File: src/sv/idct8_pkg.sv
`timescale 1ns / 1ps
// Shared types, constants and the Q15 multiply function for the 8-point IDCT block.
// No dependencies; every other file of the block imports this package.

package idct8_pkg;

    localparam int DataW     = 16;
    localparam int QShift    = 15;
    localparam int NumCos    = 7;
    localparam int CfgIdxW   = 3;
    localparam int NumPts    = 8;
    localparam int NumStages = 4;

    typedef logic signed [DataW-1:0] word_t;
    typedef word_t vec8_t [NumPts];

    // Register indexes of the configuration port.
    typedef enum logic [CfgIdxW-1:0] {
        CFG_COS_1 = 3'd0,
        CFG_COS_2 = 3'd1,
        CFG_COS_3 = 3'd2,
        CFG_COS_4 = 3'd3,
        CFG_COS_5 = 3'd4,
        CFG_COS_6 = 3'd5,
        CFG_COS_7 = 3'd6
    } cfg_idx_t;

    // Reset values: round(cos(k*pi/16) * 2^15) for k = 1..7.
    localparam word_t CosRst [NumCos] = '{
        16'sd32138, 16'sd30274, 16'sd27246, 16'sd23170,
        16'sd18205, 16'sd12540, 16'sd6393
    };

    // Rounding constant added before the Q15 shift.
    localparam logic signed [2*DataW-1:0] QRound = (2*DataW)'(1) <<< (QShift - 1);

    // Cosine words plus the halved sum of cos_2 and cos_6 used by both rotations.
    typedef struct packed {
        word_t c1;
        word_t c2;
        word_t c3;
        word_t c4;
        word_t c5;
        word_t c6;
        word_t c7;
        word_t half;
    } cos_cfg_t;

    // Stage 1: all first-level Q15 products.
    typedef struct packed {
        word_t p1r;
        word_t p1i;
        word_t p7r;
        word_t p7i;
        word_t p3r;
        word_t p3i;
        word_t p5r;
        word_t p5i;
        word_t e0;
        word_t e4;
        word_t t1e;
        word_t t2e;
        word_t t3e;
    } s1_t;

    // Stage 2: odd sums, even butterfly and even rotation outputs.
    typedef struct packed {
        word_t q1r;
        word_t q1i;
        word_t q5r;
        word_t q5i;
        word_t s0;
        word_t s4;
        word_t e2;
        word_t e6;
    } s2_t;

    // Stage 3: odd rotation products and the terms carried alongside.
    typedef struct packed {
        word_t t1o;
        word_t t2o;
        word_t t3o;
        word_t q1r;
        word_t q1i;
        word_t s0;
        word_t s4;
        word_t e2;
        word_t e6;
    } s3_t;

    // (a*b + 2^14) >>> 15, cut to 16 bits.
    function automatic word_t qmul(input word_t a, input word_t b);
        logic signed [2*DataW-1:0] p;
        p = a * b + QRound;
        return p[QShift+DataW-1:QShift];
    endfunction

endpackage

File: src/sv/idct8_rot_stage.sv
`timescale 1ns / 1ps
// Third pipeline stage: the three multiplies of the odd-term rotation.
// Depends on idct8_pkg.

module idct8_rot_stage (
    input  logic                clk,
    input  logic                load,
    input  idct8_pkg::s2_t      s2,
    input  idct8_pkg::cos_cfg_t cfg,
    output idct8_pkg::s3_t      s3
);
    import idct8_pkg::*;

    s3_t   s3_reg;
    s3_t   s3_next;
    word_t q5sum;

    // Rotate (q5r, q5i) by (cos_2, cos_6); the other terms ride along.
    always_comb
    begin
        q5sum       = s2.q5r + s2.q5i;
        s3_next.t1o = qmul(s2.q5r, cfg.c2);
        s3_next.t2o = qmul(s2.q5i, cfg.c6);
        s3_next.t3o = qmul(q5sum, cfg.half);
        s3_next.q1r = s2.q1r;
        s3_next.q1i = s2.q1i;
        s3_next.s0  = s2.s0;
        s3_next.s4  = s2.s4;
        s3_next.e2  = s2.e2;
        s3_next.e6  = s2.e6;
    end

    always_ff @(posedge clk)
    begin
        if (load)
        begin
            s3_reg <= s3_next;
        end
    end

    assign s3 = s3_reg;

endmodule

File: config.mk
export PLATFORM = sky130hd
export DESIGN_NAME = idct8_rot_stage
export DESIGN_NICKNAME = d
export VERILOG_FILES = /design/src/sv/idct8_pkg.sv /design/src/sv/idct8_rot_stage.sv
export SDC_FILE = /design/constraint.sdc
export NUM_CORES = 2
export LEC_CHECK = 0
export BUFFER_PORTS_ARGS = -buffer_cell sky130_fd_sc_hd__buf_2
export CAP_MARGIN = 20
export CORE_ASPECT_RATIO = 1.1
export CORE_MARGIN = 4
export CORE_UTILIZATION = 48
export CTS_CLUSTER_SIZE = 20
export DETAILED_ROUTE_END_ITERATION = 10
export HOLD_SLACK_MARGIN = 0.05
export PLACE_DENSITY_LB_ADDON = 0.2
export SYNTH_ARGS = -nofsm -noshare
export SYNTH_HDL_FRONTEND = slang
export SYNTH_SLANG_ARGS = --single-unit
File: constraint.sdc
create_clock -name clk -period 10.8 [get_ports clk]
set_clock_uncertainty 0.2 [all_clocks]
set_input_delay 3.24 -clock clk [delete_from_list [all_inputs] [get_ports clk]]
set_output_delay 3.24 -clock clk [all_outputs]
set_load 0.03 [all_outputs]
== After elaboration in Yosys (flattened, before gate mapping) ==
Cells that the tools add are included.

* Register bits: 144
* Output and inout bits: 144
* Logic and storage cells: 16

* $add $sub $neg: 4
* Multiply operators: 3

{| class="wikitable"
|+ Operators with widths
! cell !! count
|-
| 31-bit by 16-bit adder with 31-bit output (second input constant) || 3
|-
| 16-bit by 16-bit multiplier with 31-bit output || 3
|-
| 16-bit adder || 1
|}

== Longest topological paths before layout ==
* Word-level depth: 3
* Depth in mapped cells: 32

== Worst setup path before layout ==
Ideal clock, no wire load.

* Path kind: in2reg
* From: input port s2[64] (netlist name)
* To: register s3_reg, in the netlist s3[108] (data pin)
* Setup slack: -380 ps
* Buffers on the path: 1
* Stages on the path: 31
* Arrival time: 10722 ps
* Cells stage by stage: ha_1 > fa_1 > a21o_1 > a21oi_1 > o21bai_1 > a21o_1 > a21oi_1 > o21ai_1 > o41ai_2 > xnor2_1 > clkbuf_1 > nand2_1 > fa_1 > fa_1 > fa_1 > inv_1 > fa_1 > fa_1 > inv_1 > fa_1 > inv_1 > ha_1 > a21o_1 > a21o_1 > a21o_1 > a2111o_1 > o211ai_2 > nand2b_2 > a311o_1 > a21oi_2 > xnor2_1

{| class="wikitable"
|+ RTL lines
! item !! RTL line !! source
|-
| start, declared || idct8_rot_stage.sv:8 || <nowiki>input idct8_pkg::s2_t s2,</nowiki>
|-
| end signal, assigned || idct8_rot_stage.sv:37 || <nowiki>s3_reg <= s3_next;</nowiki>
|-
| end, declared || idct8_rot_stage.sv:14 || <nowiki>s3_t s3_reg;</nowiki>
|}

==> flow_summary.json <==
{
  "final_nets": 4885,
  "antenna_found_initial": 18,
  "grt_pass1_wl_microns": 134000,
  "async_flop_share_pct": 0,
  "gp_congestion": 0.846,
  "holdPathStages": 1,
  "syn_area_per_cell_sq_um": 10.1,
  "synth_top_area_share_pct": 47.6,
  "ys.flop_type": "edfxtp_1",
  "clockBufferDepth": 2,
  "synth_cell_type_count": 56,
  "ys_ff_latch": 144,
  "drv_slew": 0,
  "grt-ovfl-total": 0,
  "clk_pin_slew_ns": 0.11,
  "cp-startpoint": "s2[64]",
  "post-route-util_pct": 55.5,
  "synthCells": 3213,
  "max_freq_mhz": 93.8,
  "ant_nets": 0,
  "yosys.area.top_type": "fa_1",
  "cts_tree": "done",
  "vias_per_cell": 5.02,
  "fp-row-count": 99,
  "clock-sinks": 144,
  "dpl.hpwl_microns": 66000,
  "grt_max_degree": 76,
  "period_needed_ns": 10.66,
  "totalWireLength_microns": 81200,
  "worst_hold_path_type": "input pin to flip-flop",
  "start_util_pct": 48.7,
  "worst-endpoint-arrival_ns": 10.69,
  "route.detailed.drc": 0,
  "crit_required_ns": 10.83,
  "grt_pass1_vias": 25290,
  "area_delta_synth_final_pct": 14.1,
  "met3_usage_pct": 5.19,
  "synthTopCellsByArea": "fa_1, edfxtp_1, inv_1, ha_1, and2_1",
  "start_kind": "input pin",
  "synth_area_sq_um": 32400,
  "die-area_sq_um": 71700,
  "period_share_pct": 98.7,
  "core_area_sq_um": 66500,
  "io_pins": 402,
  "end_kind": "flip-flop",
  "wl_per_cell_microns": 18.1,
  "setup_viol": 0,
  "io_buffers": 321,
  "rsz0062_at_grt": "yes",
  "grt_use_met1_pct": 29.7,
  "die_h_microns": 280,
  "max_stage_delay_ns": 0.54,
  "via_count": 22585,
  "crit_end": "s3[108]",
  "synthTopCellsByCount": "inv_1, fa_1, nand2_1",
  "use_met2_pct": 42.0,
  "status": "finished, final reports clean",
  "dr.pass1.iters": 5,
  "hold_viol": 0,
  "cts-root-buf": "clkbuf_16",
  "cts_made_buffers": 17,
  "syn_nets": 4480,
  "drive_gt1_share_pct": 16.1,
  "groute.usage.overall_pct": 23.7,
  "worstSetupPathType": "input pin to flip-flop",
  "whs_ns": 2.71,
  "synth_edf_count": 144,
  "yosys_warnings": 0,
  "fp.dieW_microns": 256,
  "ctsHoldBuffers": 0,
  "tightest_slew_ns": 0.956,
  "seq_area_frac_synth_pct": 13.4,
  "drt-initial-drc-count": 1088,
  "htreeDepth": 4,
  "top_usage_layer": "met2",
  "dp_cells": 4445,
  "relSlewSlack_pct": 36.3,
  "cpMostUsedCell": "fa_1",
  "maxCapViolations": 0,
  "stdcell_count": 4497,
  "crit_slowest_cell": "fa_1",
  "largest_reg_flops": 144,
  "synth_most_common_cell": "inv_1",
  "crit_fanout": 5
}
==> worst min path at each step <==
stage,to,from
after floorplan,s3[0],s2[0]
after global placement,s3[45],s2[45]
after detailed placement,s3[67],s2[99]
after CTS,s3[66],s2[98]
after global routing,s3[66],s2[98]
final,s3[66],s2[98]
==> what timing repair did <==
action                     in CTS  in global routing
pin swaps                      11                 61
setup endpoints to repair       3                  9
gates resized for setup         7                 60
gates cloned                    0                  1
hold endpoints to repair        0                  0
buffers inserted                1                 10
==> metal layers <==
| layer | vias to the layer above | wire (microns) |
|---|---|---|
| li1 | 10223 | - |
| met1 | 11687 | 32200 |
| met2 | 544 | 42000 |
| met3 | 123 | 4950 |
| met4 | 8 | 1940 |
| met5 | - | 45 |
==> kinds of logic (layout without fill, tap and decap cells) <==
family | Yosys count | count (layout) | share of synthesized area (%)
simple gates | 882 | 882 | 13.2
buf+inv | 935 | 1353 | 10.9
other cells | 0 | 8 | 0
fa+ha+maj | 1009 | 1009 | 56.8
xor+xnor | 98 | 98 | 2.65
compound gates | 144 | 144 | 3.02
flops | 144 | 144 | 13.4
mux | 1 | 1 | 0.0309
==> final cells by class <==
class	instances	area (sq um)
repair buffers	490	2970
well taps	858	1070
clock inverters	15	180
inverters	831	3120
clock buffers	17	425
diodes	8	20.0
fillers	6032	29600
flip-flops and latches	144	4320
multi-input cells	2134	24800
==> metrics by stage <==
stage | instance area [sq um] | setup TNS (ns) | worst slack [ns]
final | 36900 | 0 | 0.139
after detailed placement | 35900 | -4.39 | -0.620
after CTS | 36600 | 0 | 0.0114
after global placement | 35900 | -4.33 | -0.618
after floorplan | 32400 | 0 | 0.0119
after global routing | 36900 | -0.358 | -0.152
==> critical path, delay by kind of cell <==
family          cells  cell delay (ns)
xor+xnor            2             0.27
compound gates     14             2.79
buf+inv             6             0.56
simple gates        2             0.13
fa+ha+maj           9             3.68
==> layout by cell type, fill, tap and decap left out, drive strengths merged, types with 4 or more instances in the layout <==
master	n
a211oi	7
a21o	25
a21oi	43
a31oi	5
and2	299
and3	7
buf	489
clkbuf	17
clkinv	5
diode	8
edfxtp	144
fa	769
ha	240
inv	840
nand2	440
nand2b	39
nand3	12
nand4	11
nor2	46
nor2b	5
nor3	12
o211ai	4
o21a	12
o21ai	20
o21bai	5
xnor2	73
xor2	25
Power is left out: the tool's default activity adds up to more than one toggle a clock period on the data nets, which glitch-free logic cannot reach.
