$ cat src/sv/idct8_pkg.sv
`timescale 1ns / 1ps
// Shared types, constants and the Q15 multiply function for the 8-point IDCT block.
// No dependencies; every other file of the block imports this package.

package idct8_pkg;

    localparam int DataW     = 16;
    localparam int QShift    = 15;
    localparam int NumCos    = 7;
    localparam int CfgIdxW   = 3;
    localparam int NumPts    = 8;
    localparam int NumStages = 4;

    typedef logic signed [DataW-1:0] word_t;
    typedef word_t vec8_t [NumPts];

    // Register indexes of the configuration port.
    typedef enum logic [CfgIdxW-1:0] {
        CFG_COS_1 = 3'd0,
        CFG_COS_2 = 3'd1,
        CFG_COS_3 = 3'd2,
        CFG_COS_4 = 3'd3,
        CFG_COS_5 = 3'd4,
        CFG_COS_6 = 3'd5,
        CFG_COS_7 = 3'd6
    } cfg_idx_t;

    // Reset values: round(cos(k*pi/16) * 2^15) for k = 1..7.
    localparam word_t CosRst [NumCos] = '{
        16'sd32138, 16'sd30274, 16'sd27246, 16'sd23170,
        16'sd18205, 16'sd12540, 16'sd6393
    };

    // Rounding constant added before the Q15 shift.
    localparam logic signed [2*DataW-1:0] QRound = (2*DataW)'(1) <<< (QShift - 1);

    // Cosine words plus the halved sum of cos_2 and cos_6 used by both rotations.
    typedef struct packed {
        word_t c1;
        word_t c2;
        word_t c3;
        word_t c4;
        word_t c5;
        word_t c6;
        word_t c7;
        word_t half;
    } cos_cfg_t;

    // Stage 1: all first-level Q15 products.
    typedef struct packed {
        word_t p1r;
        word_t p1i;
        word_t p7r;
        word_t p7i;
        word_t p3r;
        word_t p3i;
        word_t p5r;
        word_t p5i;
        word_t e0;
        word_t e4;
        word_t t1e;
        word_t t2e;
        word_t t3e;
    } s1_t;

    // Stage 2: odd sums, even butterfly and even rotation outputs.
    typedef struct packed {
        word_t q1r;
        word_t q1i;
        word_t q5r;
        word_t q5i;
        word_t s0;
        word_t s4;
        word_t e2;
        word_t e6;
    } s2_t;

    // Stage 3: odd rotation products and the terms carried alongside.
    typedef struct packed {
        word_t t1o;
        word_t t2o;
        word_t t3o;
        word_t q1r;
        word_t q1i;
        word_t s0;
        word_t s4;
        word_t e2;
        word_t e6;
    } s3_t;

    // (a*b + 2^14) >>> 15, cut to 16 bits.
    function automatic word_t qmul(input word_t a, input word_t b);
        logic signed [2*DataW-1:0] p;
        p = a * b + QRound;
        return p[QShift+DataW-1:QShift];
    endfunction

endpackage

$ cat src/sv/idct8_out_stage.sv
`timescale 1ns / 1ps
// Last pipeline stage: finishes the odd rotation and forms the eight samples.
// Depends on idct8_pkg; its registers are the block's output register.

module idct8_out_stage (
    input  logic           clk,
    input  logic           load,
    input  idct8_pkg::s3_t s3,
    output idct8_pkg::vec8_t sample
);
    import idct8_pkg::*;

    vec8_t sample_reg;
    vec8_t sample_next;
    word_t q5r;
    word_t q5i;

    // Rotation outputs, then the final butterflies; everything wraps at 16 bits.
    always_comb
    begin
        q5r            = s3.t1o - s3.t2o;
        q5i            = s3.t3o + s3.t3o - s3.t1o - s3.t2o;
        sample_next[0] = s3.s0 + s3.q1r + s3.e2;
        sample_next[1] = s3.s4 + q5r + s3.e6;
        sample_next[2] = s3.s4 + q5i - s3.e6;
        sample_next[3] = s3.s0 + s3.q1i - s3.e2;
        sample_next[4] = s3.s0 - s3.q1i - s3.e2;
        sample_next[5] = s3.s4 - q5i - s3.e6;
        sample_next[6] = s3.s4 - q5r + s3.e6;
        sample_next[7] = s3.s0 - s3.q1r + s3.e2;
    end

    always_ff @(posedge clk)
    begin
        if (load)
        begin
            sample_reg <= sample_next;
        end
    end

    assign sample = sample_reg;

endmodule

$ cat config.mk
export PLATFORM = sky130hd
export DESIGN_NAME = idct8_out_stage
export DESIGN_NICKNAME = d
export VERILOG_FILES = /design/src/sv/idct8_pkg.sv /design/src/sv/idct8_out_stage.sv
export SDC_FILE = /design/constraint.sdc
export NUM_CORES = 1
export LEC_CHECK = 0
export ABC_AREA = 1
export CORE_AREA = 5 5 180 182
export CTS_CLUSTER_DIAMETER = 200
export DETAILED_ROUTE_END_ITERATION = 8
export DIE_AREA = 0 0 185 187
export DONT_BUFFER_PORTS = 1
export GPL_TIMING_DRIVEN = 0
export PLACE_DENSITY = 0.61
export REMOVE_ABC_BUFFERS = 1
export SLEW_MARGIN = 40
export SYNTH_ARGS = -nofsm -noshare
export SYNTH_HDL_FRONTEND = slang
export SYNTH_SLANG_ARGS = --single-unit
$ cat constraint.sdc
create_clock -name clk -period 6.95 [get_ports clk]
set_clock_uncertainty 0.05 [all_clocks]
set_input_delay 0.3475 -clock clk [delete_from_list [all_inputs] [get_ports clk]]
set_output_delay 0.3475 -clock clk [all_outputs]
set_load 0.02 [all_outputs]
# After elaboration in Yosys (flattened, before gate mapping)
# Cells that the tools add are included.
dict set report totals {
  mem_count 0
  ram_bits 0
  rom_bits 0
  out_inout_bits 128
  in_bits 146
  latch_bits 0
  ff_bits 128
}
dict set report classes {
  n_mux 0
  bitwise 0
  eq_ne 0
  shifts 0
  reduce_logical 0
  magnitude_cmp 0
  mul 0
  addsub 20
  div_mod_pow 0
}
# cell n
set ops {}
lappend ops {{subtractor 16 bit} 11}
lappend ops {{adder 16 bit} 9}

# Logic depth before layout (Yosys ltp)
# Gate-level depths: netlist of run 1.
dict set report depth {
  depth_word 5
  depth_mapped 27
  depth_no_buf 27
}

# Least setup slack after synthesis of run 1
# OpenSTA, ideal clock, no wires.
dict set report synth_path {
  kind {input to register}
  from {input port s3[128] in the netlist's numbering}
  to {register sample_reg (netlist bit sample[95]) (data pin)}
  arrival_time_ns 3.802
  path_stages 26
  setup_ns 0.253
  n_path_buf 0
  setup_slack_ns 2.845
  path_cell_list {inv_1 -> ha_1 -> inv_1 -> ha_1 -> inv_1 -> nand2_1 -> fa_1 -> nand2_1 -> nand2_1 -> o21ai_1 -> o21ai_2 -> nand3_1 -> nand2_1 -> xor2_1 -> inv_1 -> fa_1 -> inv_1 -> ha_1 -> a21oi_1 -> o21ai_0 -> nand2_1 -> nand3_1 -> a21oi_1 -> inv_1 -> nand3_1 -> nand2_1}
}
# element line_no
set synth_lines {}
lappend synth_lines {{start: declaration} idct8_out_stage.sv:8} ;# input idct8_pkg::s3_t s3,
lappend synth_lines {{end signal: assignment} idct8_out_stage.sv:37} ;# sample_reg <= sample_next;
lappend synth_lines {{end: declaration} idct8_out_stage.sv:13} ;# vec8_t sample_reg;

==> impl_metrics.ini, run 1 <==
[status]
status = completed

[synthesis]
ys_ff_latch = 126
yosys.cell_types.count = 41
yosysTopAreaCell = edfxtp_1
async_flop_share_pct = 0
synth_commonest_cells = inv_1 (471), nand2_1 (314), ha_1 (174)
synth.top_cell.area_share_pct = 25.00
netlist_area_sq_um = 15140
ys_seq_area_share_pct = 25.00
synthTopCellsByArea = edfxtp_1 (25%), fa_1 (18%), ha_1 (14%)
synth_ff_type = edfxtp_1
synth_most_common_cell = inv_1
avgSynthCellArea_sq_um = 8.494
synth_edf_count = 126
yosysWarningCount = 0
synthCells = 1782

[worst_setup_path]
endpoint_kind = flop
cp_max_fo = 4
max_stage_delay_ns = 0.51
crit_type = in -> reg
start_kind = input port
slowest_stage = fa_1
cp.arrival_ns = 4.75
required_ns = 7.08

[clocking]
htree_levels = 4
clk_root_buffer_cell = clkbuf_16
cts_buffer_depth = 2
clk_pin_slew_worst_paths_ns = 0.06
clkSinkCount = 126
cts_tree = yes
cts_buffers = 17
ctsResizeCount = 0

[global_routing]
grt_pass1_wl_mm = 59.28
grt_max_degree = 111
antenna_found_initial = 1
grtUsageTotal_pct = 21.71
grt_overflow = 0
grt_pass1_vias = 11720

[placed_design]
portBuffers = 0
gp_congestion = 0.8908
place_area_sq_um = 15620
dp_hpwl_mm = 32.49

[power]
power_density_nw_per_um2 = 358.9
leakagePower_nw = 8.528
total_power_mw = 5.841
vdd_ir_drop_max_mv = 0.2011

[sta]
min_period_over_period_pct = 66.46
worst_pin_slew_ns = 0.7488
hold_violations = 0
finalSetupViolations = 0
setup_tns_ns = 0
whs_ns = 0.04956
rsz0062_at_grt = false
relSlewSlack_pct = 49.92
slew_viol_final = 0
fmax_mhz = 216.5
min_period_ns = 4.619

[worst_hold_path]
hp-class = in -> reg

[finish]
area_growth_pct = 7.497
final_area_sq_um = 16270
fin_nets = 2257
diodes = 0
multiInputGateArea_sq_um = 9548
largest_register_ffs = 126
ff_latch_area_sq_um = 3784
drive_gt1_share_pct = 4.247
fillCellCount = 2887

[route]
vias = 11140
firstDrtPassIters = 7
drcViolationCount = 0
routedLengthMet1_mm = 14.82
drt-total-wl_mm = 37.71
drt_iter0_drc = 486
ant_nets = 0
dr_wl_met2_mm = 19.22
top_layer = met5
routed-wl-met3_mm = 2.640
avgRoutedWirePerCell_microns = 17.07
via_per_inst = 5.045

[die]
initial_utilization_pct = 49.75
fp.coreArea_sq_um = 30430
dieHeight_microns = 187
io_pins = 274
rows = 64
dieWidth_microns = 185
dieArea_sq_um = 34600

[flow_run]
maxCapViolations = 0
==> critical path: cells and delay by family <==
kind | cells | cell delay (ns)
adders and majority gates | 5 | 1.85
AOI/OAI and AO/OA | 5 | 1.17
and+or+nand+nor | 9 | 0.75
buffers and inverters | 6 | 0.40
xor gates and xnor gates | 1 | 0.24
==> power by group <==
part / internal [mW] / switching (mW) / total, mW
sequential: 1.35 / 0.531 / 1.89
clock: 0.636 / 0.361 / 0.996
combinational: 1.09 / 1.87 / 2.96
==> layout make-up <==
| cell class | instances | share of cell area (%) |
|---|---|---|
| timing repair buffer | 1 | 0.06151 |
| inverter | 477 | 11.00 |
| clock inverter | 15 | 1.346 |
| multi-input combinational | 1177 | 58.68 |
| clock buffer | 17 | 2.614 |
| sequential | 126 | 23.25 |
| tap | 396 | 3.045 |
==> cell usage in the layout, fill, tap and decap left out, types with 14 or more instances in the layout <==
master,Yosys,layout
nand3_1,73,73
inv_1,471,471
fa_1,137,137
o21ai_0,43,43
nand2_1,314,314
xnor2_1,33,33
clkbuf_16,0,17
nor3_1,15,15
edfxtp_1,126,126
a21o_1,14,14
a21oi_1,124,124
ha_1,174,174
xor2_1,98,98
nor2_1,67,67
==> repair_timing <==
action	in CTS	in global routing
buffers inserted	0	0
setup endpoints to repair	0	0
hold buffers	1	0
endpoints found under the hold margin	17	0
==> per-stage QoR <==
stage	worst slack, ns	util (%)	cells
2_1_floorplan	2.845	-	1780
3_3_place_gp	1.916	51.32	2176
3_5_place_dp	1.903	51.32	2176
4_1_cts	2.328	53.47	2209
5_1_grt	2.055	53.47	2209
6_report	2.331	53.47	2209
==> metal layers <==
metal	GRT usage [%]	vias to the layer above
met5	0	-
met4	6.606	2
met3	5.951	58
met2	39.68	286
met1	24.41	5264
li1	-	5534
==> path summary, 6_finish.rpt <==
| check | start | to | slack, ns | depth (start not counted) |
|---|---|---|---|---|
| hold / removal | load | sample[81]$_DFFE_PP_ | 0.05 | 0 |
| setup / recovery | s3[128] | sample[95]$_DFFE_PP_ | 2.33 | 26 |
==> kinds of logic after synthesis <==
family,count (synthesis),synth area share [%]
compound gates,232,8.820
xor+xnor,133,7.795
fa+ha+maj,311,32.50
buf+inv,479,11.93
flops,126,25.00
simple gates,501,13.96
No activity file was read; power rests on OpenSTA's default activity.
==> run 2, diff against run 1 <==
--- a/config.mk
+++ b/config.mk
@@ -12,7 +12,7 @@
 export DIE_AREA = 0 0 185 187
 export DONT_BUFFER_PORTS = 1
 export GPL_TIMING_DRIVEN = 0
-export PLACE_DENSITY = 0.61
+export PLACE_DENSITY = 0.63
 export REMOVE_ABC_BUFFERS = 1
 export SLEW_MARGIN = 40
 export SYNTH_ARGS = -nofsm -noshare
==> constraint.sdc (replaced) <==
create_clock -name clk -period 4.03 [get_ports clk]
set_clock_uncertainty 0.05 [all_clocks]
set_input_delay 0.2015 -clock clk [delete_from_list [all_inputs] [get_ports clk]]
set_output_delay 0.2015 -clock clk [all_outputs]
set_load 0.02 [all_outputs]
==> impl_metrics.ini, run 2 (synthesis gave the netlist of run 1 again) <==
[finish]
diodes = 0
fin_nets = 2263
final_cell_mix = inv_1 (471), nand2_1 (312), ha_1 (170), fa_1 (135), edfxtp_1 (126)
multiInputGateArea_sq_um = 9709
fillCellCount = 2880
largest_register_ffs = 126
ff_latch_area_sq_um = 3784
layout_commonest_cell = inv_1
drive_gt1_share_pct = 5.443
fin_cells = 2215
area_growth_pct = 8.175

[worst_setup_path]
cp.arrival_ns = 3.99
cp_max_fo = 4
endpoint_kind = flop
start_kind = input port
crit_type = in -> reg
required_ns = 4.16

[sta]
fmax_mhz = 258.9
relSlewSlack_pct = 55.19
fin_ws_ns = 0.1682
finalSetupViolations = 0
hold_violations = 0
min_period_over_period_pct = 95.83
whs_ns = 0.06195
setup_tns_ns = 0
min_period_ns = 3.862
slew_viol_final = 0
worst_pin_slew_ns = 0.6721

[placed_design]
gp_congestion = 0.9498
placedCellCount = 2176
dp_hpwl_mm = 32.05
dp_slack_ns = -0.9476
portBuffers = 0

[die]
fp.coreArea_sq_um = 30430
rows = 64
initial_utilization_pct = 49.75
dieWidth_microns = 185
io_pins = 274
dieArea_sq_um = 34600
dieHeight_microns = 187

[global_routing]
grt_max_degree = 127
grt_pass1_vias = 11310
grt_overflow = 0
grt_pass1_wl_mm = 58.42
grtUsageTotal_pct = 21.47
antenna_found_initial = 1

[power]
total_power_mw = 9.968
vdd_ir_drop_max_mv = 0.3458
power_density_nw_per_um2 = 608.8
leakagePower_nw = 8.528

[route]
via_per_inst = 5.077
avgRoutedWirePerCell_microns = 16.92
drt_iter0_drc = 608
ant_nets = 0
firstDrtPassIters = 6
drcViolationCount = 0
drt-total-wl_mm = 37.47
vias = 11250

[clocking]
cts_buffers = 17
cts_buffer_depth = 2
htree_levels = 4
cts_tree = yes
clk_root_buffer_cell = clkbuf_16
clk_pin_slew_worst_paths_ns = 0.06
clkSinkCount = 126

[status]
status = completed

[flow_run]
maxCapViolations = 0

[worst_hold_path]
hp-class = in -> reg
run 2: changes by cell type in the layout (fill, tap and decap cells not counted), sizes merged:
cell,before,now
clkinvlp,2,1
inv,478,477
dlygate4sd3,1,2
buf,0,5
clkbuf,17,23
bufinv,5,1
run 2: what timing repair did:
action / CTS / global route
cloned: 0 / 0
pin swaps: 1 / 2
endpoints found under the hold margin: 128 / 0
endpoints found under the setup margin: 3 / 7
buffers inserted: 2 / 2
resized for setup: 7 / 23
hold buffers: 3 / 0
run 2: per-stage QoR:
stage               instance area, sq um  util [%]
floorplan                          15120         -
global placement                   15620     51.32
detailed placement                 15620     51.32
CTS                                16240     53.36
global route                       16370     53.81
finish                             16370     53.81
run 2: per-layer routing:
layer	track usage (%)	routed length, microns	vias up
met4	5.844	804	2
met1	25.61	14960	5292
met5	0	20	-
li1	-	-	5544
met3	6.476	3185	51
met2	37.52	18500	356
run 2: layout make-up:
| class | instances | share of cell area [%] |
|---|---|---|
| Multi-Input combinational cell | 1177 | 59.30 |
| Tap cell | 396 | 3.026 |
| Sequential cell | 126 | 23.11 |
| Timing Repair Buffer | 7 | 0.4738 |
| Clock buffer | 23 | 2.736 |
| Clock inverter | 9 | 0.4279 |
| Inverter | 477 | 10.93 |
run 2: path summary, 6_finish.rpt:
kind                    to  startpoint  slack, ns  cells past startpoint
max   sample[47]$_DFFE_PP_     s3[128]       0.17                     26
min   sample[64]$_DFFE_PP_      s3[48]       0.06                      1
run 2: report_power, final:
group	switching [mW]	total, mW	internal, mW
registers	0.945	3.28	2.34
logic	3.29	5.27	1.98
clock network	0.578	1.41	0.837
run 2: critical path, stage by stage:
cell and delay (ns):
inv_1 0.06, ha_4 0.28, inv_1 0.07, ha_1 0.18, inv_1 0.05, nand2_1 0.10, fa_2 0.39, nand2_1 0.07
nand2_1 0.09, o21ai_4 0.12, o21ai_4 0.11, nand3_1 0.09, nand2_1 0.08, xor2_2 0.19, inv_1 0.10, fa_1 0.57
buf_4 0.13, ha_4 0.20, a21oi_2 0.16, o21ai_0 0.10, nor2_1 0.15, nand2_2 0.12, nand2_1 0.09, nand3_1 0.11
nand3_1 0.11, nand2_1 0.07
==> run 3, diff against run 2 <==
--- a/config.mk
+++ b/config.mk
@@ -13,6 +13,7 @@
 export DONT_BUFFER_PORTS = 1
 export GPL_TIMING_DRIVEN = 0
 export PLACE_DENSITY = 0.63
+export RECOVER_POWER = 25
 export REMOVE_ABC_BUFFERS = 1
 export SLEW_MARGIN = 40
 export SYNTH_ARGS = -nofsm -noshare
==> impl_metrics.ini, run 3 (synthesis gave the netlist of run 1 again) <==
[global_routing]
grt_max_degree = 127
grtUsageTotal_pct = 21.47
grt_pass1_wl_mm = 58.42
grt_pass1_vias = 11310
grt_overflow = 0
antenna_found_initial = 1

[power]
vdd_ir_drop_max_mv = 0.3458
seqPwrFrac_pct = 33.0
leakagePower_nw = 8.520
p_sw_mw = 4.818
p_int_mw = 5.155
power_frac_comb_pct = 52.8
swShare_pct = 48.31
clkPwrFrac_pct = 14.2
power_density_nw_per_um2 = 609.9

[route]
ant_nets = 0
vias = 11250
drt-total-wl_mm = 37.48
avgRoutedWirePerCell_microns = 16.92
drt_iter0_drc = 606
firstDrtPassIters = 6
via_per_inst = 5.081
drcViolationCount = 0

[finish]
fin_nets = 2263
final_cell_mix = inv_1 (471), nand2_1 (312), ha_1 (170), fa_1 (135), edfxtp_1 (126)
layout_commonest_cell = inv_1
fillCellCount = 2882
diodes = 0
drive_gt1_share_pct = 5.443
area_growth_pct = 8.026
largest_register_ffs = 126

[worst_setup_path]
endpoint_kind = flop
crit_type = in -> reg
required_ns = 4.15
cp_max_fo = 4
slowest_stage = fa_1
max_stage_delay_ns = 0.57
start_kind = input port
cp.arrival_ns = 3.99

[status]
violations = max-capacitance violations, max-slew violations
status = finished, violations left

[worst_hold_path]
worstHoldStart = s3[48]
holdPathStages = 1
holdPathEnd = sample[64]$_DFFE_PP_
hp-class = in -> reg

[clocking]
clk_root_buffer_cell = clkbuf_16
cts_buffer_depth = 2
htree_levels = 4
cts_tree = yes
cts_buffers = 17
clkSinkCount = 126
clk_pin_slew_worst_paths_ns = 0.06

[sta]
worst_pin_slew_ns = 3.320
fmax_mhz = 258.6
hold_violations = 0
slew_viol_final = 127
whs_ns = 0.06202
fin_ws_ns = 0.1631
min_period_over_period_pct = 95.95
relSlewSlack_pct = -121.3
finalSetupViolations = 0
min_period_ns = 3.867

[die]
dieArea_sq_um = 34600
io_pins = 274
rows = 64
dieHeight_microns = 187
fp.coreArea_sq_um = 30430
dieWidth_microns = 185
initial_utilization_pct = 49.75

[placed_design]
dp_hpwl_mm = 32.05
dp_slack_ns = -0.9476
portBuffers = 0
gp_congestion = 0.9498

[flow_run]
maxCapViolations = 1
[run 3: cell types whose count changed in the layout (fill, tap and decap cells not counted)]
cell and change:
buf_16 -1, clkbuf_2 +1
[run 3: worst max path at each step]
stage / from / to / slack (ns) / depth (start not counted)
global placement: s3[128] / sample[95]$_DFFE_PP_ / -0.92 / 26
CTS: s3[128] / sample[95]$_DFFE_PP_ / 0.02 / 26
finish: s3[128] / sample[95]$_DFFE_PP_ / 0.16 / 26
detailed placement: s3[128] / sample[95]$_DFFE_PP_ / -0.95 / 26
floorplan: s3[128] / sample[95]$_DFFE_PP_ / 0.07 / 26
global route: s3[128] / sample[47]$_DFFE_PP_ / -0.05 / 26
[run 3: per-layer routing]
metal | vias up | routed length (microns) | global-route usage (%)
li1 | 5543 | - | -
met1 | 5299 | 14940 | 25.61
met2 | 359 | 18550 | 37.52
met3 | 51 | 3181 | 6.476
met4 | 2 | 791 | 5.844
met5 | - | 20 | 0
[run 3: repair_timing]
action                                  CTS  global route
buffers inserted                          2             2
gates resized for setup                   7            23
endpoints found under the hold margin   128             0
hold buffers                              3             0
pin swaps                                 1             2
endpoints found under the setup margin    3             7
[run 3: power by group through the flow]
stage	clock network [mW]	logic (mW)	registers [mW]
after floorplan	0	3.85	3.11
after global placement	0	4.97	3.32
after detailed placement	0	5.04	3.33
after CTS	1.44	5.15	3.30
after global routing	1.50	5.96	3.34
final	1.41	5.27	3.29
[run 3: layout make-up]
| type | instances | area (sq um) | area share [%] |
|---|---|---|---|
| flip-flops and latches | 126 | 3784 | 23.14 |
| inverters | 477 | 1790 | 10.95 |
| well taps | 396 | 495.5 | 3.030 |
| repair buffers | 7 | 55.05 | 0.3367 |
| clock buffers | 23 | 447.9 | 2.739 |
| clock inverters | 9 | 70.07 | 0.4285 |
| multi-input cells | 1177 | 9709 | 59.38 |
[run 3: worst max-delay path: cells and delay by family]
family	cells	cell delay, ns
adders and majority gates	5	1.72
and+or+nand+nor	9	0.77
AOI/OAI and AO/OA	5	0.73
buffers and inverters	6	0.39
xor gates and xnor gates	1	0.19
[run 3: per-stage QoR]
stage / TNS (ns) / util [%] / total power, mW / area, sq um / std cells
detailed placement: -6.067 / 51.32 / 8.365 / 15620 / 2176
global placement: -5.336 / 51.32 / 8.291 / 15620 / 2176
finish: 0 / 53.74 / 9.973 / 16350 / 2215
global route: -0.07502 / 53.74 / 10.79 / 16350 / 2215
floorplan: 0 / - / 6.963 / 15120 / 1780
CTS: 0 / 53.36 / 9.899 / 16240 / 2213
