$ cat src/sv/idct8_pkg.sv
`timescale 1ns / 1ps
// Shared types, constants and the Q15 multiply function for the 8-point IDCT block.
// No dependencies; every other file of the block imports this package.

package idct8_pkg;

    localparam int DataW     = 16;
    localparam int QShift    = 15;
    localparam int NumCos    = 7;
    localparam int CfgIdxW   = 3;
    localparam int NumPts    = 8;
    localparam int NumStages = 4;

    typedef logic signed [DataW-1:0] word_t;
    typedef word_t vec8_t [NumPts];

    // Register indexes of the configuration port.
    typedef enum logic [CfgIdxW-1:0] {
        CFG_COS_1 = 3'd0,
        CFG_COS_2 = 3'd1,
        CFG_COS_3 = 3'd2,
        CFG_COS_4 = 3'd3,
        CFG_COS_5 = 3'd4,
        CFG_COS_6 = 3'd5,
        CFG_COS_7 = 3'd6
    } cfg_idx_t;

    // Reset values: round(cos(k*pi/16) * 2^15) for k = 1..7.
    localparam word_t CosRst [NumCos] = '{
        16'sd32138, 16'sd30274, 16'sd27246, 16'sd23170,
        16'sd18205, 16'sd12540, 16'sd6393
    };

    // Rounding constant added before the Q15 shift.
    localparam logic signed [2*DataW-1:0] QRound = (2*DataW)'(1) <<< (QShift - 1);

    // Cosine words plus the halved sum of cos_2 and cos_6 used by both rotations.
    typedef struct packed {
        word_t c1;
        word_t c2;
        word_t c3;
        word_t c4;
        word_t c5;
        word_t c6;
        word_t c7;
        word_t half;
    } cos_cfg_t;

    // Stage 1: all first-level Q15 products.
    typedef struct packed {
        word_t p1r;
        word_t p1i;
        word_t p7r;
        word_t p7i;
        word_t p3r;
        word_t p3i;
        word_t p5r;
        word_t p5i;
        word_t e0;
        word_t e4;
        word_t t1e;
        word_t t2e;
        word_t t3e;
    } s1_t;

    // Stage 2: odd sums, even butterfly and even rotation outputs.
    typedef struct packed {
        word_t q1r;
        word_t q1i;
        word_t q5r;
        word_t q5i;
        word_t s0;
        word_t s4;
        word_t e2;
        word_t e6;
    } s2_t;

    // Stage 3: odd rotation products and the terms carried alongside.
    typedef struct packed {
        word_t t1o;
        word_t t2o;
        word_t t3o;
        word_t q1r;
        word_t q1i;
        word_t s0;
        word_t s4;
        word_t e2;
        word_t e6;
    } s3_t;

    // (a*b + 2^14) >>> 15, cut to 16 bits.
    function automatic word_t qmul(input word_t a, input word_t b);
        logic signed [2*DataW-1:0] p;
        p = a * b + QRound;
        return p[QShift+DataW-1:QShift];
    endfunction

endpackage

$ cat src/sv/idct8_sum_stage.sv
`timescale 1ns / 1ps
// Second pipeline stage: odd-term sums, even butterfly and even rotation outputs.
// Depends on idct8_pkg.

module idct8_sum_stage (
    input  logic           clk,
    input  logic           load,
    input  idct8_pkg::s1_t s1,
    output idct8_pkg::s2_t s2
);
    import idct8_pkg::*;

    s2_t s2_reg;
    s2_t s2_next;

    // All sums wrap at 16 bits.
    always_comb
    begin
        s2_next.q1r = s1.p1r + s1.p5r + s1.p7r + s1.p3r;
        s2_next.q1i = s1.p1i + s1.p5i - s1.p7i - s1.p3i;
        s2_next.q5r = s1.p1r - s1.p5i - s1.p7r - s1.p3i;
        s2_next.q5i = s1.p1i + s1.p5r + s1.p7i - s1.p3r;
        s2_next.s0  = s1.e0 + s1.e4;
        s2_next.s4  = s1.e0 - s1.e4;
        s2_next.e6  = s1.t1e - s1.t2e;
        s2_next.e2  = s1.t3e + s1.t3e - s1.t1e - s1.t2e;
    end

    always_ff @(posedge clk)
    begin
        if (load)
        begin
            s2_reg <= s2_next;
        end
    end

    assign s2 = s2_reg;

endmodule

$ cat config.mk
export PLATFORM = sky130hd
export DESIGN_NAME = idct8_sum_stage
export DESIGN_NICKNAME = d
export VERILOG_FILES = /design/src/sv/idct8_pkg.sv /design/src/sv/idct8_sum_stage.sv
export SDC_FILE = /design/constraint.sdc
export NUM_CORES = 1
export LEC_CHECK = 0
export CORE_UTILIZATION = 35
export DETAILED_ROUTE_END_ITERATION = 10
export DONT_BUFFER_PORTS = 1
export GPL_TIMING_DRIVEN = 0
export HOLD_SLACK_MARGIN = 0.02
export SYNTH_ARGS = -nofsm -noshare
export SYNTH_HDL_FRONTEND = slang
export SYNTH_SLANG_ARGS = --single-unit
$ cat constraint.sdc
create_clock -name clk -period 6.15 [get_ports clk]
set_input_delay 1.23 -clock clk [delete_from_list [all_inputs] [get_ports clk]]
set_output_delay 1.23 -clock clk [all_outputs]
set_load 0.005 [all_outputs]
Word-level counts from Yosys, hierarchy flattened --
Cells that the tools add are included.
Operators by class: $add $sub $neg 18
Operator list (count):
- 16-bit subtractor | 10
- 16-bit adder | 8
Word-level totals: input bits 210, bits in registers 128, output and inout bits 128, logic and storage cells 26

Longest topological paths before layout --
Gate-level depths: netlist of the first run.
word-level depth 3, depth in mapped cells 14, depth with buffers taken out 14

Worst setup path before layout of the first run --
No wires, ideal clock.
path kind input-to-reg, start point input s1[97] (netlist bit), end point register s2_reg, in the netlist s2[127], data pin, data arrival time 4.206 ns, setup slack 1.684 ns, library setup time 0.260 ns, path buffers 0, cell stages on the path 10, required time 5.890 ns, path through fa_1 fa_1 ha_1 fa_1 a211o_2 a21boi_2 o21ai_2 or4_1 a31oi_1 xnor2_1
RTL lines:
- start, declared | line idct8_sum_stage.sv:8 | input idct8_pkg::s1_t s1,
- end signal, assigned | line idct8_sum_stage.sv:33 | s2_reg <= s2_next;
- end, declared | line idct8_sum_stage.sv:13 | s2_t s2_reg;

==> results.txt, run 1 <==
- Result of the run: complete, no violations
- Vias in the first global route: 9,602
- Cell type with the highest aggregate area in the netlist: sky130_fd_sc_hd__edfxtp_1
- The average instance in the mapped netlist occupies 9.83 sq um.
- Residual antenna-violating net count after detailed routing: 0
* Time the final worst path needs with I/O delays and setup: 4.30 ns
* Crit path top cell by count: sky130_fd_sc_hd__inv_1
- Buffers inserted to repair hold after CTS numbered 0.
* Most common library cell in the layout ignoring fill and taps: sky130_fd_sc_hd__inv_1
- TritonCTS built the clock tree.
* Proportion of synthesized chip area in sequential cells: 28.1%
- Share of synthesized area spent on multiplexers: 0.0738%
- Once detailed placement completed, the half-perimeter wirelength came to 30.4 mm.
* Pre-CTS worst setup slack: 1.23 ns
- After detailed routing, the total wire length is 35.8 mm.
* Type of the worst setup path: primary input to flop
* Max cap viols: 0
* Avg WL per Cell: 18.6 microns
- The number of different library cells used by synthesis comes to 65.
- For this run, the post-layout net count is 1,884.
* Post-route DRC violation count: 0
- The number of clock buffers added by TritonCTS is 17.
* Maximum number of pins on one net before global-route repair: 128
- The analysis attributes to cell leakage a power of 6.91 nW.
- After synthesis the cells add up to 0.0136 sq mm.
- With fillers left out, the area of the finished cells amounts to 0.0148 sq mm.
- Width of the die: 199 microns
- Post-Route Setup TNS: 0 ns
- The detailed router placed 9,461 vias in this run.
- Grouping stages by cell kind, the critical path spends the most delay in compound AO/OA/AOI/OAI gates.
- Before antenna repair, the detailed router went through 5 iterations.
- The final critical path takes up 69.9% of the cycle.
* Adder-Cell Fraction of Synth Area: 32.9%
- After technology mapping, the gate count stands at 1,380.
* Flip-flop and latch count after synthesis: 127
* Via-per-instance ratio: 4.92
* FFs w/ async S/R, synth: 0%
- Post-route worst setup slack: 1.85 ns
- In this run the tightest slew margin relative to its limit is 39.0%.
- Ranked by total cell area, the synthesized netlist is headed by sky130_fd_sc_hd__edfxtp_1 (28%), sky130_fd_sc_hd__fa_1 (20%), sky130_fd_sc_hd__ha_1 (13%), sky130_fd_sc_hd__inv_1 (9.8%), sky130_fd_sc_hd__xnor2_1 (4.8%).
* Antenna violations before repair: 4
- Yosys printed 0 warnings.
- 338 I/O pins were placed.
- In the layout the commonest cells are sky130_fd_sc_hd__inv_1 (354), sky130_fd_sc_hd__ha_1 (138), sky130_fd_sc_hd__fa_1 (137).
- The worst setup path is launched from a primary input.
- On the worst path, the slowest cell contributes a delay of 0.56 ns.
- Top cell type's share of synthesized area: 28.1%
- Total of buffers placed on input and output ports: 0
* Pwr/cell area: 310 mW/mm^2
* Compound-gate portion of the synthesized area: 13.4%
- The number of buffers and inverters on the critical path is 3.
* Number of placement rows: 71
* Power after layout: 4.58 mW
- Remaining global-route overflow: 0
- The first global-routing pass estimated 53.6 mm of wire.
* Overall Global Routing Usage: 18.4%
* Starting DRC count in detailed routing: 562
- Crit path DAT: 4.47 ns
- Critical path's slowest cell: sky130_fd_sc_hd__a2111oi_0
- GPL Wtd Cong: 0.891
- The register with the most flip-flops in the layout has 127 of them.
* Req. time, crit path: 6.32 ns
- STA classifies the critical path endpoint as a flop.
- For this design, the sink count on the clock tree is 127.
- Synthesized-area fraction occupied by xor and xnor cells: 7.23%
- Initial Util: 35.8%
* Final slew viol count: 0
- Traced cell by cell, the critical path runs through inv_1 -> fa_1 -> inv_1 -> fa_1 -> inv_1 -> ha_1 -> o211ai_1 -> a21boi_0 -> o21ai_0 -> nor4b_1 -> a2111oi_0.
* Crit-path max FO: 5
- After detailed placement, the total cell area comes to 0.0142 sq mm.
* Clock buffer depth: 2
* Worst hold slack: 0.884 ns
* Buffer count from post-CTS setup fixing: 0
* Most instantiated flip-flop cell in the synthesis netlist: sky130_fd_sc_hd__edfxtp_1
- Number of enable flip-flop cells after synthesis: 127
- Area of the core: 0.0379 sq mm
* Area share of and/or/nand/nor cells after synthesis: 7.89%
- Maximum clock rate: 233 MHz
* Chip height: 199 microns
- Unrepaired setup endpoints after global routing: false
- Clock-pin slew was measured on the worst setup and hold paths at 0.06 ns.
- The root buffer cell chosen for the clock tree is sky130_fd_sc_hd__clkbuf_16.
- The H-tree was split into 4 levels.
* Worst-Margin Slew: 0.891 ns
* Number of instances resized during post-cts repair: 0
* Die area: 0.0396 sq mm
- In this run the worst hold path is classified as primary input to flop.
- After synthesis, the largest family of logic cells by area is adder cells.
- Synth-to-layout area growth: 8.83%
- Worst IR Drop VDD: 0.210 mV
- Final hold violation count: 0
- Setup violation total in the final timing report: 0
- Net count after synthesis: 1,865
* Fraction of layout instances using a drive strength above 1: 3.48%
[routing by layer]
metal,share of wire (%),up-vias,track usage [%]
li1,-,4549,-
met1,38,4499,20.1
met2,48,363,31.2
met3,12,46,9.00
met4,2.1,4,5.70
met5,0.087,-,0
[report_power, final]
group | internal, mW | switching, mW | total (mW)
Sequential | 1.38 | 0.189 | 1.57
Clock | 0.585 | 0.395 | 0.980
Combinational | 0.859 | 1.18 | 2.04
Total | 2.82 | 1.76 | 4.58
[kinds of logic after synthesis]
kind of cell    count (synthesis)
simple gates                  218
flops                         127
compound gates                276
fa+ha+maj                     275
mux                             1
buf+inv                       371
xor+xnor                      112
[synth_stat cells (2+ instances only)]
cell type,count
sky130_fd_sc_hd__a2111oi_0,5
sky130_fd_sc_hd__a211o_1,7
sky130_fd_sc_hd__a211oi_1,12
sky130_fd_sc_hd__a21boi_0,2
sky130_fd_sc_hd__a21o_1,23
sky130_fd_sc_hd__a21oi_1,81
sky130_fd_sc_hd__a221oi_1,2
sky130_fd_sc_hd__a311oi_1,2
sky130_fd_sc_hd__a31o_2,3
sky130_fd_sc_hd__a31oi_1,15
sky130_fd_sc_hd__and3_1,4
sky130_fd_sc_hd__and4_1,2
sky130_fd_sc_hd__buf_2,7
sky130_fd_sc_hd__clkbuf_1,7
sky130_fd_sc_hd__edfxtp_1,127
sky130_fd_sc_hd__fa_1,137
sky130_fd_sc_hd__ha_1,138
sky130_fd_sc_hd__inv_1,354
sky130_fd_sc_hd__nand2_1,35
sky130_fd_sc_hd__nand2b_1,21
sky130_fd_sc_hd__nand3_1,17
sky130_fd_sc_hd__nand3b_1,2
sky130_fd_sc_hd__nand4_1,3
sky130_fd_sc_hd__nor2_1,78
sky130_fd_sc_hd__nor2b_1,16
sky130_fd_sc_hd__nor3_1,17
sky130_fd_sc_hd__nor3b_1,4
sky130_fd_sc_hd__nor4_1,4
sky130_fd_sc_hd__o2111ai_1,5
sky130_fd_sc_hd__o211a_1,2
sky130_fd_sc_hd__o211ai_1,8
sky130_fd_sc_hd__o21a_1,24
sky130_fd_sc_hd__o21ai_0,44
sky130_fd_sc_hd__o21ba_2,3
sky130_fd_sc_hd__o21bai_1,10
sky130_fd_sc_hd__o31a_1,4
sky130_fd_sc_hd__o31ai_1,7
sky130_fd_sc_hd__o41ai_1,3
sky130_fd_sc_hd__or2_2,2
sky130_fd_sc_hd__or3_1,5
sky130_fd_sc_hd__or4_1,4
sky130_fd_sc_hd__xnor2_1,74
sky130_fd_sc_hd__xor2_1,38
[path summary, 6_finish.rpt]
kind                   start          endpoint  slack (ns)  depth (start not counted)
worst max-delay path  s1[86]  s2[91]$_DFFE_PP_        1.85                         11
worst min-delay path    load   s2[2]$_DFFE_PP_        0.88                          0
[metrics by stage]
step / util [%] / cells
detailed placement: 37.5 / 1891
floorplan: - / 1380
global placement: 37.5 / 1891
global route: 38.9 / 1921
finish: 38.9 / 1924
CTS: 38.9 / 1921
[area by class of cell]
cell class                      count  area (sq um)
Clock buffer                       18           429
Tap cell                          511           639
Fill cell                        3796         23200
Buffer                             16          72.6
Inverter                          355          1330
Sequential cell                   127          3810
Clock inverter                     12           123
Antenna cell                        3          7.51
Multi-Input combinational cell    882          8350
(Power assumes the default switching activity.)
==> inputs of run 2 (changes only) <==
- ABC_AREA: default -> 1
- clock period: 6.15 -> 3.8 ns (I/O delays scaled with it)
==> run 2 against run 1 <==
Compared with the run above: via count increased by 31%; count of clock-buffer cells in the layout decreased by 1; synthesized area rose by 13%; sequential share of layout area fell by 3.0 points; final cell count is 38% higher; total power grew 74%; die area up 13%; setup slack got worse by 1.3 ns; sequential cell count did not move; global-route usage rose by 2.7 points; largest cell class unchanged; highest routed layer unchanged.
==> results.txt, run 2 <==
* Post-CTS clock slew at the launch and capture registers of the worst setup and hold paths: 0.06 ns (about the same)
- The number of placed instances, taps included is 2,616 (+38%).
- Half-perimeter wire length after placement: 41.0 mm (+35%)
* Most used cells in the layout excluding fill and tap cells: sky130_fd_sc_hd__inv_1 (569), sky130_fd_sc_hd__nand2_1 (554), sky130_fd_sc_hd__ha_1 (138)
- The leakage power total came to 9.20 nW (+33%).
* Cells after Synth: 2,031 (+47%)
* Area of the core: 0.0432 sq mm (+14%)
- Worst hold-check path type: primary input to flop
* Critical path, cell by cell: inv_1 -> fa_1 -> inv_1 -> fa_1 -> inv_1 -> ha_1 -> inv_1 -> fa_1 -> o21ai_1 -> nand3_1 -> nand4_1 -> nand2_1
- Non-filler cells, final: 2,650 (+38%)
- Clock Sinks: 127 (unchanged)
- The startpoint identified for the worst hold timing path is load.
- The synthesized area per cell is 7.57 sq um (-23%).
- Top cell type's share of synthesized area: 24.8% (-3.3 points)
* Avg WL per Cell: 17.5 microns (-5.8%)
* Total length of routed wires: 46.5 mm (+30%)
- The synthesized design spends more area on one cell type than any other, namely sky130_fd_sc_hd__edfxtp_1.
* GPL Wtd Cong: 0.967 (+8.6%)
* Yosys warning total: 0 (unchanged)
- Crit-path max FO: 3 (-2)
* Proportion of synthesized chip area in sequential cells: 24.8% (-3.3 points)
- The required time of the worst setup path is 4.00 ns (-2.32 ns).
- Post-route DRC violation count: 0 (unchanged)
* Buffer count from post-CTS setup fixing: 0 (unchanged)
- Ranked by instance count, the synthesized netlist is headed by sky130_fd_sc_hd__inv_1 (569), sky130_fd_sc_hd__nand2_1 (554), sky130_fd_sc_hd__ha_1 (138).
- Final-layout fill cell count: 4,545 (+20%)
- The post-synthesis cell area was 0.0154 sq mm (+13%).
* Htree depth: 4 (unchanged)
- The worst path needs 3.22 ns of the cycle, external delays included.
- Clock buffer depth: 2 (unchanged)
- Crit path DAT: 3.42 ns (-1.05 ns)
- The tree is rooted in a sky130_fd_sc_hd__clkbuf_16.
* Antenna violations before repair: 4 (unchanged)
- The number of I/O port buffers is 0 (unchanged).
- The number of gates resized after cts came to 0 (unchanged).
- Die area: 0.0448 sq mm (+13%)
- Maximum number of pins on one net before global-route repair: 128 (unchanged)
- Worst slew margin relative to its limit: 75.6% (+37 points)
* Maximum clock rate: 311 MHz
- The number of unique standard cell types used by synthesis is 30 (-54%).
- Starting DRC count in detailed routing: 863 (+54%)
* Final slew viol count: 0 (unchanged)
* Final hold violation count: 0 (unchanged)
- Number of enable flip-flop cells after synthesis: 127 (unchanged)
* Result of the run: complete, no violations
* Layout Cell Area excl Fill: 0.0167 sq mm (+13%)
* First-pass GRT wire length: 69.4 mm (+29%)
- The average via count per standard cell was 4.67 (-5.0%).
* Max cap viols: 0 (unchanged)
* CP startpoint kind: primary input
* First-pass detailed-route iteration total: 7 (+2)
* Largest register FFs: 127 (unchanged)
- Critical path's slowest cell: sky130_fd_sc_hd__fa_1
- Placement Cell Area: 0.0161 sq mm (+13%)
* Vias in the first global route: 12,100 (+26%)
* Type of the worst setup path: primary input to flop
- Crit path top cell by count: sky130_fd_sc_hd__inv_1
- Most common library cell in the layout ignoring fill and taps: sky130_fd_sc_hd__inv_1
* Width of the die: 212 microns (+6.4%)
- Worst-Margin Slew: 0.365 ns (-0.527 ns)
- The number of buffers inserted for hold repair after clock tree synthesis was 0 (unchanged).
* Area taken by multi-input logic gates: 0.00923 sq mm (+11%)
* Count of pins on the block boundary: 338 (unchanged)
- Worst hold path endpoint: s2[5]$_DFFE_PP_
* Worst IR Drop VDD: 0.330 mV (+57%)
- Most instantiated flip-flop cell in the synthesis netlist: sky130_fd_sc_hd__edfxtp_1
* Fraction of layout instances using a drive strength above 1: 4.75% (+1.3 points)
- Pwr/cell area: 477 mW/mm^2 (+54%)
* Clock tree from TritonCTS: built
- The remaining global-route overflow is 0 (unchanged).
- The number of cell rows was 76 (+7.0%).
* Initial Util: 35.6% (-0.17 points)
- Residual antenna-violating net count after detailed routing: 0 (unchanged)
- The routed via count was 12,400 (+31%).
- Net count after synthesis: 2,516 (+35%)
* Setup violation total in the final timing report: 0 (unchanged)
- The sum of negative setup slack came to 0 ns (unchanged).
- The delay contributed by the slowest stage of the critical path came to 0.50 ns (-0.06 ns).
- Type of destination of the critical path: flop
* Unrepaired setup endpoints after global routing: false
- Synth-to-layout area growth: 8.60%
- By area the synthesized netlist is led by sky130_fd_sc_hd__edfxtp_1 (25%), sky130_fd_sc_hd__fa_1 (18%), sky130_fd_sc_hd__inv_1 (14%), sky130_fd_sc_hd__nand2_1 (14%), sky130_fd_sc_hd__ha_1 (11%).
- The hold path depth came to 0 (unchanged).
- Most numerous cell in the Yosys netlist: sky130_fd_sc_hd__inv_1
- Final Cycle Share: 84.7%
- The number of buffers created by CTS was 17 (unchanged).
- Final Net Count: 2,535 (+35%)
* FFs w/ async S/R, synth: 0% (unchanged)
- The die boundary height was 212 microns (+6.4%).
- Flip-flop and latch count after synthesis: 127 (unchanged)
* Sequential cell area: 0.00381 sq mm (unchanged)
- The total global-route track usage is 21.1% (+2.7 points).
[run 2: cell count changes after synthesis, sizes merged, moves of 21 or more]
cell	delta
nand2	+528
inv	+232
nand3	+109
xnor2	-62
nor2	+35
o21a	-24
nand4	+23
nand2b	-21
[run 2: cells by family (layout without fill, tap and decap cells)]
family / Yosys count / after routing / synth area share [%]
AND/OR/NAND/NOR: 852 / 852 / 23.3
other: 0 / 2 / 0
adder cells (fa/ha/maj): 275 / 275 / 29.1
flip-flops: 127 / 127 / 24.8
AO/OA/AOI/OAI: 116 / 116 / 4.18
buffers and inverters: 599 / 631 / 15.1
XOR/XNOR: 62 / 62 / 3.53
[run 2: worst max path at each step]
stage / startpoint / slack, ns / endpoint / depth (start not counted)
detailed placement: s1[112] / 0.13 / s2[108]$_DFFE_PP_ / 12
global route: s1[112] / 0.45 / s2[108]$_DFFE_PP_ / 12
global placement: s1[112] / 0.17 / s2[108]$_DFFE_PP_ / 12
finish: s1[112] / 0.58 / s2[108]$_DFFE_PP_ / 12
CTS: s1[112] / 0.60 / s2[108]$_DFFE_PP_ / 12
floorplan: s1[112] / 0.59 / s2[108]$_DFFE_PP_ / 12
[run 2: area by class of cell]
cell class,count,area share [%]
inverters,586,13.2
diodes,2,0.0300
clock buffers,17,2.55
multi-input cells,1305,55.3
flip-flops and latches,127,22.8
clock inverters,15,0.959
well taps,585,4.38
plain buffers,13,0.772
[run 2: critical path, delay by kind of cell]
| family | cells | cell delay (ns) |
|---|---|---|
| AND/OR/NAND/NOR | 3 | 0.35 |
| AO/OA/AOI/OAI | 1 | 0.27 |
| buffers and inverters | 4 | 0.46 |
| adder cells (fa/ha/maj) | 4 | 1.59 |
[run 2: where the power goes]
part | switching, mW | leakage [nW] | internal, mW
Sequential | 0.258 | 1.24 | 2.17
Combinational | 2.52 | 7.68 | 1.33
Clock | 0.708 | 0.275 | 0.972
Total | 3.49 | 9.20 | 4.47
[run 2: per-layer routing]
| metal | vias up | track usage, % | part of all wire (%) |
|---|---|---|---|
| li1 | 6126 | - | - |
| met2 | 485 | 35.3 | 46 |
| met5 | - | 0 | 0.095 |
| met1 | 5718 | 25.0 | 40 |
| met3 | 41 | 8.77 | 12 |
| met4 | 6 | 4.97 | 1.5 |
[run 2: through the flow]
step / hold WS, ns / util [%] / power, mW / setup WS [ns]
floorplan: 0.872 / - / 5.14 / 0.590
global placement: 0.884 / 37.3 / 6.28 / 0.166
detailed placement: 0.884 / 37.3 / 6.31 / 0.126
CTS: 0.410 / 38.7 / 8.05 / 0.598
global route: 0.412 / 38.7 / 8.66 / 0.454
finish: 0.428 / 38.7 / 7.96 / 0.580
